==> config.mk <==
export PLATFORM = sky130hd
export DESIGN_NAME = nns_front
export DESIGN_NICKNAME = d
export VERILOG_FILES = /design/src/sv/nns_pkg.sv /design/src/sv/nns_front.sv
export SDC_FILE = /design/constraint.sdc
export NUM_CORES = 1
export LEC_CHECK = 0
export BUFFER_PORTS_ARGS = -buffer_cell sky130_fd_sc_hd__buf_2
export CAP_MARGIN = 20
export CORE_MARGIN = 2
export CORE_UTILIZATION = 45
export CTS_CLUSTER_SIZE = 12
export DETAILED_ROUTE_END_ITERATION = 8
export GPL_TIMING_DRIVEN = 0
export PLACE_DENSITY = 0.69
export SLEW_MARGIN = 20
export SYNTH_ARGS = -nofsm -noshare
export SYNTH_HDL_FRONTEND = slang
export SYNTH_SLANG_ARGS = --single-unit
export TNS_END_PERCENT = 20
==> constraint.sdc <==
create_clock -name clk_i -period 2.8 [get_ports clk_i]
set_input_delay 0.14 -clock clk_i [delete_from_list [all_inputs] [get_ports clk_i]]
set_output_delay 0.14 -clock clk_i [all_outputs]
set_load 0.02 [all_outputs]
==> src/sv/nns_pkg.sv <==
// Shared types and constants of the nearest-neighbour scaler.
// Used by every module of the block but nns_ram; depends on nothing.
package nns_pkg;

  localparam int unsigned PIX_W       = 32;
  localparam int unsigned CRD_W       = 12;
  localparam int unsigned DIM_W       = 13;
  localparam int unsigned CFG_IDX_W   = 2;
  localparam int unsigned CERR_W      = 16;
  localparam int unsigned RERR_W      = 24;
  localparam int unsigned ROWS_MAX    = 4095;
  localparam int unsigned QUEUE_DEPTH = 2;

  localparam logic [DIM_W-1:0] SRC_W_RST = 13'd640;
  localparam logic [DIM_W-1:0] SRC_H_RST = 13'd480;
  localparam logic [DIM_W-1:0] DST_W_RST = 13'd640;
  localparam logic [DIM_W-1:0] DST_H_RST = 13'd480;

  typedef enum logic [CFG_IDX_W-1:0] {
    REG_SRC_W = 2'd0,
    REG_SRC_H = 2'd1,
    REG_DST_W = 2'd2,
    REG_DST_H = 2'd3
  } cfg_reg_e;

  typedef enum logic {
    CMD_PUSH = 1'b0,
    CMD_TICK = 1'b1
  } cmd_e;

  typedef struct packed {
    logic [DIM_W-1:0] src_w;
    logic [DIM_W-1:0] src_h;
    logic [DIM_W-1:0] dst_w;
    logic [DIM_W-1:0] dst_h;
  } cfg_t;

  typedef struct packed {
    logic [PIX_W-1:0] pixel;
    logic [CRD_W-1:0] x;
    logic [CRD_W-1:0] y;
    logic             run_last;
    logic             frame_last;
    logic             dropped;
  } res_t;

endpackage

==> src/sv/nns_front.sv <==
// Front end: accepts input items, decodes them into commands and queues them.
// Depends on nns_pkg.
module nns_front #(
  parameter int unsigned PIXEL_BITS = 32
) (
  input  logic                      clk_i,
  input  logic                      rst_ni,
  input  logic                      in_valid_i,
  output logic                      in_ready_o,
  input  logic                      mode_i,
  input  logic [nns_pkg::PIX_W-1:0] pixel_in_i,
  output logic                      q_valid_o,
  output nns_pkg::cmd_e             q_cmd_o,
  output logic [PIXEL_BITS-1:0]     q_pixel_o,
  input  logic                      q_pop_i
);

  localparam int unsigned QD = nns_pkg::QUEUE_DEPTH;
  localparam int unsigned PW = (QD > 1) ? $clog2(QD) : 1;
  localparam int unsigned CW = $clog2(QD + 1);
  localparam logic [PW-1:0] PTR_LAST = PW'(QD - 1);
  localparam logic [CW-1:0] CNT_FULL = CW'(QD);

  nns_pkg::cmd_e           cmd_q [QD];
  logic [PIXEL_BITS-1:0]   pix_q [QD];
  logic [PW-1:0]           wptr_q, wptr_d, rptr_q, rptr_d;
  logic [CW-1:0]           cnt_q, cnt_d;
  logic                    push;
  nns_pkg::cmd_e           cmd_in;

  assign in_ready_o = (cnt_q != CNT_FULL);
  assign push       = in_valid_i && in_ready_o;
  assign cmd_in     = mode_i ? nns_pkg::CMD_TICK : nns_pkg::CMD_PUSH;

  assign q_valid_o  = (cnt_q != '0);
  assign q_cmd_o    = cmd_q[rptr_q];
  assign q_pixel_o  = pix_q[rptr_q];

  always_comb begin
    wptr_d = wptr_q;
    rptr_d = rptr_q;
    if (push) begin
      wptr_d = (wptr_q == PTR_LAST) ? '0 : wptr_q + PW'(1);
    end
    if (q_pop_i) begin
      rptr_d = (rptr_q == PTR_LAST) ? '0 : rptr_q + PW'(1);
    end
    cnt_d = cnt_q + CW'(push) - CW'(q_pop_i);
  end

  always_ff @(posedge clk_i or negedge rst_ni) begin
    if (!rst_ni) begin
      wptr_q <= '0;
      rptr_q <= '0;
      cnt_q  <= '0;
    end else begin
      wptr_q <= wptr_d;
      rptr_q <= rptr_d;
      cnt_q  <= cnt_d;
    end
  end

  always_ff @(posedge clk_i) begin
    if (push) begin
      cmd_q[wptr_q] <= cmd_in;
      pix_q[wptr_q] <= pixel_in_i[PIXEL_BITS-1:0];
    end
  end

endmodule

==> results of run 1 <==
## critical path, cell delays in order (launching register included)
cell and delay, ns:
dfrtp_1 0.40, nand2b_1 0.16, nand2_1 0.15, nor2_4 0.48, buf_16 0.23
## layout make-up
cell class              count  area, um^2
plain buffers               4       45.04
clock buffers               9       123.9
clock inverters             7       136.4
fillers                   423        2087
multi-input cells          46       594.3
flip-flops and latches     70        2082
well taps                  75       93.84
repair buffers            106       723.2
## stage by stage
| stage | power (mW) | util, % | setup TNS (ns) |
|---|---|---|---|
| global placement | 2.863 | 53.72 | -8.056 |
| floorplan | 2.535 | - | 0 |
| detailed placement | 2.938 | 54.34 | 0 |
| CTS | 4.013 | 64.54 | 0 |
| finish | 3.978 | 64.54 | 0 |
| global route | 4.167 | 64.54 | 0 |
## power groups by stage
stage	clock, mW	sequential, mW	combinational [mW]
after floorplan	0	1.52	1.02
after detailed placement	0	1.54	1.39
after CTS	1.05	1.52	1.44
after global placement	0	1.53	1.33
after global routing	1.10	1.54	1.52
final	1.03	1.52	1.42
## placed cells by master, fill, tap and decap left out, types with 3 or more instances in the layout
cell           count
xnor2_1            3
clkbuf_8           9
mux2_4            29
dfrtp_1            4
edfxtp_1          66
mux2_2             4
dlygate4sd3_1     34
buf_6              4
bufinv_16          4
buf_2             71
## Yosys cell counts, drive strengths merged
library cell  count  share of area, %
a21bo             1              0.37
nor2              1              0.14
nand2b            1              0.23
dfrtp             4               3.7
edfxtp           66                73
buf               4               1.7
xnor2             3              0.97
and3              1              0.23
nor3b             1              0.46
ha                1              0.46
mux2             33                18
xor2              1              0.32
nand2             1              0.14
or2               1              0.23
a21oi             1              0.32
## what timing repair did
item | 4_1_cts | 5_1_grt
gates resized for setup | 0 | 0
hold endpoints to repair | 70 | 0
setup buffers | 0 | 0
hold buffers | 34 | 0
setup endpoints to repair | 0 | 0
## worst paths after layout
| check | cells after the start | endpoint | start |
|---|---|---|---|
| max | 4 | pix_q[0][6] | cnt_q[0] |
| min | 2 | rptr_q | q_pop_i |
| max reg2reg | 4 | pix_q[0][6] | cnt_q[0] |
| min reg2reg | 1 | cnt_q[0] | cnt_q[0] |
| max in group asynchronous | 2 | cnt_q[1] | rst_ni |
| min in group asynchronous | 2 | wptr_q | rst_ni |
## routing by layer
layer  share of wire, %  up-vias
met1                 38      729
li1                   -      702
met4                2.3        0
met2                 55       48
met5                  0        -
met3                4.9       12
## sequential cells by signal, indices dropped and copies added (netlist names)
register / count
cmd_q: 2
wptr_q: 1
cnt_q: 2
rptr_q: 1
pix_q: 64
## cell families (layout without fill, tap and decap cells)
family                     count (synthesis)  in the layout  synth area share, %
AOI/OAI and AO/OA                          2              2               0.6920
xor gates and xnor gates                   4              4                1.292
adders and majority gates                  1              1               0.4612
buffers and inverters                      4            126                1.660
DFF                                       70             70                76.75
muxes                                     33             33                17.71
and+or+nand+nor                            6              6                1.430
==> flow_summary.toml, run 1 <==
[flow_run]
maxCapViolations = 0

[finish]
instances_no_fill = 317
postLayoutCellArea_um2 = 3799
nets = 275
area_growth_syn_to_layout_pct = 40.04
drive_above_1_share_pct = 53.31
diodes = 0

[routing]
drtIter0Drc = 63
drt_pre_antenna_iters = 4
wire_per_inst_um = 15.26
dr_total_vias = 1491
vias_per_cell = 4.703
routed_wl_um = 4838
drc = 0
drtAntennaViolNets = 0

[timing]
setup_viol = 0
fin_skew_ns = 0.005669
period_needed_ns = 1.715
slew_headroom_pct = 46.75
hold-worst-slack_ns = 0.03761
fin_ws_ns = 1.085
slew_violations = 0
fin_crit_sh_pct = 61.26
hold_viol = 0
rsz0062_at_grt = "no"
worstMarginPinSlew_ns = 0.7987
max_freq_mhz = 583.0

[global_route]
grt_pass1_wl_um = 7445
grtUsageMet2_pct = 28.11
grt_usage_pct = 16.06
grt_pass1_vias = 1598
grt_overflow = 0
grt-busiest-layer = "met2"
gr-usage-met3_pct = 5.934
antenna_found_initial = 0
met1_usage_pct = 16.42
grt_max_degree = 34

[worst_hold_path]
min_path_type = "input pin to register"

[synth]
yosys_warnings = 0
seq_area_frac_synth_pct = 76.75
synth_area_per_cell_um2 = 22.61
synth_cell_type_count = 16
syn_area_um2 = 2713
netlist_instances = 120
syn-num-nets = 158
synth-seq-cells = 70

[floorplan]
die_area_um2 = 6665
fp.dieW_um = 81.64
die_h_um = 81.64
rows = 28
coreArea_um2 = 5886
io_pins = 72
initial_utilization_pct = 46.09

[setup_path]
cp_data_required_time_ns = 2.84
arrival_ns = 1.76
criticalPathCategory = "register to register"
reg2reg_slack_ns = 1.08
path_max_fanout = 17
endpoint_kind = "register"
start_kind = "register"

[power]
p_leak_nw = 1.543
clkPwrFrac_pct = 26.0
p_sw_mw = 1.197
intPower_mw = 2.781
pwr-share-comb_pct = 35.7
pwr-share-seq_pct = 38.3
swShare_pct = 30.10
ir_drop_mv = 0.8006
cellPowerDensity_nw_per_um2 = 1047

[placement]
dp_cells = 267
gp_routability_congestion = 0.6619
place_ws_ns = 1.086
place_area_um2 = 3198
port_buffers = 71
hpwl_um = 3014

[outcome]
status = "finished clean"

[clock_tree]
clock_latency_ns = 0.34
path_clk_slew_ns = 0.07
cts_buffers = 9
clockRootBuffer = "clkbuf_8"
cts_tree = "yes"
clockBufferDepth = 2
h-tree-depth = 3
cts.sinks = 70
(Power assumes the default switching activity.)
==> run 2, diff against run 1 <==
- clock period: 2.8 -> 1.7 ns (I/O delays scaled with it)
==> run 2 against run 1 <==
Via count down 2.5%. Design area down 0.43%. Clock power up 50%. Total power up 61%. Routed wire length down 4.3%. Sequential power up 66%. Critical path type is now register to output pin. Largest cell class unchanged.
==> flow_summary.toml, run 2 (synthesis gave the netlist of run 1 again) <==
[timing]
period_needed_ns = 1.540
rsz0062_at_grt = "no"
max_freq_mhz = 649.4
setup_viol = 0
fin_skew_ns = 0.005223
hold_viol = 0
slew_violations = 0
fin_crit_sh_pct = 90.58
worstMarginPinSlew_ns = 0.5331
slew_headroom_pct = 64.38
hold-worst-slack_ns = 0.08014

[routing]
routed_wl_um = 4628
drtIter0Drc = 56
wire_per_inst_um = 14.55
drt_pre_antenna_iters = 4
vias_per_cell = 4.572
drtAntennaViolNets = 0
dr_total_vias = 1454
drc = 0

[worst_hold_path]
min_path_type = "input pin to async pin"

[placement]
hpwl_um = 2962
dp_cells = 266
gp_routability_congestion = 0.6869
port_buffers = 71

[global_route]
grt_overflow = 0
antenna_found_initial = 0
grt_max_degree = 34
grt_pass1_wl_um = 7293
grt_pass1_vias = 1556
grt_usage_pct = 15.28

[flow_run]
maxCapViolations = 0

[finish]
top_register = "pix_q"
mostFrequentLayoutCell = "buf_2"
final_util_pct = 64.26
layout_common_cells = "buf_2 (71), edfxtp_1 (66), dlygate4sd3_1 (35), mux2_4 (29), clkbuf_8 (9)"
nets = 276
largest_reg_flops = 64
reg_top3 = "pix_q: 64 flops, cmd_q: 2 flops, cnt_q: 2 flops"
drive_above_1_share_pct = 53.91
area_growth_syn_to_layout_pct = 39.44
fillers = 423
multi_input_area_um2 = 619.3
diodes = 0
seqCellArea_um2 = 2082
instances_no_fill = 318

[floorplan]
die_area_um2 = 6665
coreArea_um2 = 5886
io_pins = 72
initial_utilization_pct = 46.09
die_h_um = 81.64
rows = 28
fp.dieW_um = 81.64

[power]
ir_drop_mv = 1.444
p_leak_nw = 1.537
total_power_mw = 6.392
cellPowerDensity_nw_per_um2 = 1690

[setup_path]
cp_data_required_time_ns = 1.62
arrival_ns = 1.45
endpoint_kind = "output pin"
criticalPathCategory = "register to output pin"
start_kind = "register"
path_max_fanout = 10

[clock_tree]
cts.sinks = 70
cts_buffers = 9
clockBufferDepth = 2
h-tree-depth = 3
clock_latency_ns = 0.33
path_clk_slew_ns = 0.07
post-cts-setup-buffers = 0
cts_tree = "yes"
clockRootBuffer = "clkbuf_8"

[outcome]
status = "finished clean"
-- run 2: routing by layer --
metal  track usage, %  vias up  routed length, um
li1                 -      707                  -
met2            26.89       42               2507
met4            8.167        0                 95
met3            3.846        9                207
met5                0        -                  0
met1            17.04      696               1817
-- run 2: where the power goes --
| part | total, mW | switching (mW) | internal [mW] |
|---|---|---|---|
| Combinational | 2.32 | 1.24 | 1.08 |
| Clock | 1.55 | 0.587 | 0.966 |
| Sequential | 2.52 | 0.153 | 2.37 |
| Total | 6.39 | 1.98 | 4.42 |
-- run 2: area by class of cell --
class | count | area share [%]
flip-flops and latches | 70 | 55.04
repair buffers | 106 | 18.66
multi-input cells | 47 | 16.37
clock buffers | 9 | 3.275
clock inverters | 7 | 2.977
well taps | 75 | 2.481
plain buffers | 4 | 1.191
-- run 2: path summary, 6_finish.rpt --
kind	startpoint	depth (start not counted)	slack [ns]	endpoint
setup / recovery	rptr_q	4	0.16	q_pixel_o[22]
hold / removal	rst_ni	2	0.08	cnt_q[0]
setup reg to reg	cnt_q[1]	3	0.20	pix_q[0][25]
hold reg to reg	cnt_q[0]	1	0.58	cnt_q[0]
max in group asynchronous	rst_ni	2	1.49	rptr_q
min in group clk_i	in_valid_i	3	0.19	wptr_q
-- run 2: timing repair --
item | CTS | global route
endpoints found under the hold margin | 71 | 0
hold buffers | 35 | 0
cloned | 1 | 0
gates resized for setup | 1 | 2
pin swaps | 1 | 0
endpoints found under the setup margin | 33 | 33
-- run 2: critical path, stage by stage, from the launching register on --
cell and delay [ns]:
dfrtp_1 0.37, buf_6 0.14, buf_6 0.15, mux2_4 0.30, buf_2 0.16
-- run 2: through the flow --
| step | cell area, um^2 | setup WS (ns) | TNS [ns] |
|---|---|---|---|
| CTS | 3776 | 0.01376 | 0 |
| finish | 3782 | 0.1601 | 0 |
| global route | 3782 | 0.09554 | 0 |
| global placement | 3178 | -0.09876 | -3.217 |
| floorplan | 2729 | 0.06801 | 0 |
| detailed placement | 3178 | -0.1916 | -6.271 |
==> run 3, diff against run 2 <==
- CAP_MARGIN: 20 -> 0
- CTS_BUF_LIST: not set -> sky130_fd_sc_hd__clkbuf_16
==> run 3 against run 2 <==
First-iteration DRC count is 70% higher. Clock power grew 34%. Die area stayed put. Worst setup slack better by 0.014 ns. Fmax rose by 0.93%. Clock-buffer cell count unchanged. Register-to-register slack is essentially flat.
==> flow_summary.toml, run 3 (synthesis gave the netlist of run 1 again) <==
[outcome]
status = "finished clean"

[timing]
worstMarginPinSlew_ns = 0.5534
setup_viol = 0
slew_violations = 0
fin_crit_sh_pct = 89.75
fin_ws_ns = 0.1743
hold_viol = 0
slew_headroom_pct = 63.02
fin_skew_ns = 0.002786
rsz0062_at_grt = "no"
max_freq_mhz = 655.4
period_needed_ns = 1.526
hold-worst-slack_ns = 0.09783

[routing]
drt_pre_antenna_iters = 4
drtIter0Drc = 95
routed_wl_um = 4731
drc = 0
drtAntennaViolNets = 0
wire_per_inst_um = 14.88
vias_per_cell = 4.585
dr_total_vias = 1458

[clock_tree]
clockRootBuffer = "clkbuf_16"
clockBufferDepth = 2
cts_buffers = 9
post-cts-setup-buffers = 0
path_clk_slew_ns = 0.05
clock_latency_ns = 0.32
h-tree-depth = 3
cts_tree = "yes"
cts.sinks = 70

[finish]
reg_top3 = "pix_q: 64 flops, cmd_q: 2 flops, cnt_q: 2 flops"
layout_common_cells = "buf_2 (71), edfxtp_1 (66), dlygate4sd3_1 (35), mux2_4 (29), clkbuf_16 (9)"
drive_above_1_share_pct = 54.32
diodes = 0
final_util_pct = 66.09
top_register = "pix_q"
area_growth_syn_to_layout_pct = 43.40
nets = 276
largest_reg_flops = 64
mostFrequentLayoutCell = "buf_2"

[power]
ir_drop_mv = 1.386
total_power_mw = 6.932
cellPowerDensity_nw_per_um2 = 1782
p_leak_nw = 1.584

[global_route]
grt_max_degree = 34
grt_usage_pct = 15.14
grt_pass1_wl_um = 7224
antenna_found_initial = 0
grt_pass1_vias = 1541
grt_overflow = 0

[placement]
port_buffers = 71
place_ws_ns = -0.1916
hpwl_um = 2962
gp_routability_congestion = 0.6869

[worst_hold_path]
min_path_type = "input pin to async pin"

[floorplan]
coreArea_um2 = 5886
initial_utilization_pct = 46.09
rows = 28
die_area_um2 = 6665
fp.dieW_um = 81.64
die_h_um = 81.64
io_pins = 72

[flow_run]
maxCapViolations = 0

[setup_path]
cp_data_required_time_ns = 1.62
endpoint_kind = "output pin"
arrival_ns = 1.44
path_max_fanout = 10
start_kind = "register"
criticalPathCategory = "register to output pin"
run 3: cell counts in the layout (fill, tap and decap cells not counted):
Identical to the previous run, type by type.
run 3: worst max-delay path, stage by stage, from the launching register on:
cell and delay (ns):
dfrtp_1 0.37, buf_6 0.14, buf_6 0.15, mux2_4 0.30, buf_2 0.16
run 3: final cells by class:
type | instances | area, um^2
clock buffers | 9 | 225.2
flip-flops and latches | 70 | 2083
repair buffers | 106 | 705.7
clock inverters | 7 | 112.6
plain buffers | 4 | 45.04
well taps | 75 | 93.84
fillers | 408 | 1996
multi-input cells | 47 | 624.3
run 3: worst paths after layout:
check	slack, ns	cells after the start	startpoint	to
min in group clk_i	0.17	3	in_valid_i	wptr_q
max in group asynchronous	1.46	2	rst_ni	cnt_q[1]
setup reg to reg	0.21	3	cnt_q[0]	pix_q[0][13]
hold reg to reg	0.58	1	cnt_q[0]	cnt_q[0]
hold / removal	0.1	2	rst_ni	cnt_q[0]
setup / recovery	0.17	4	rptr_q	q_pixel_o[22]
run 3: power breakdown:
| part | switching (mW) | internal (mW) | leakage, nW |
|---|---|---|---|
| clock network | 0.654 | 1.42 | 0.167 |
| logic | 1.24 | 1.09 | 0.758 |
| registers | 0.153 | 2.37 | 0.659 |
| total | 2.05 | 4.88 | 1.58 |
run 3: layer usage:
metal | vias up | wire [um] | global-route usage, %
met4 | 0 | 84 | 7.833
met5 | - | 0 | 0
met1 | 699 | 1862 | 16.83
li1 | 707 | - | -
met2 | 43 | 2559 | 26.31
met3 | 9 | 226 | 4.505
run 3: timing repair:
item	in CTS	in global routing
gates cloned	0	1
hold endpoints to repair	71	0
resized for setup	3	2
hold buffers	35	0
pin swaps	2	1
setup endpoints to repair	33	66
run 3: through the flow:
step / instances / area, um^2 / TNS [ns]
2_1_floorplan: 120 / 2729 / 0
3_3_place_gp: 266 / 3178 / -3.217
3_5_place_dp: 266 / 3178 / -6.271
4_1_cts: 317 / 3875 / -2.892
5_1_grt: 318 / 3890 / 0
6_report: 318 / 3890 / 0
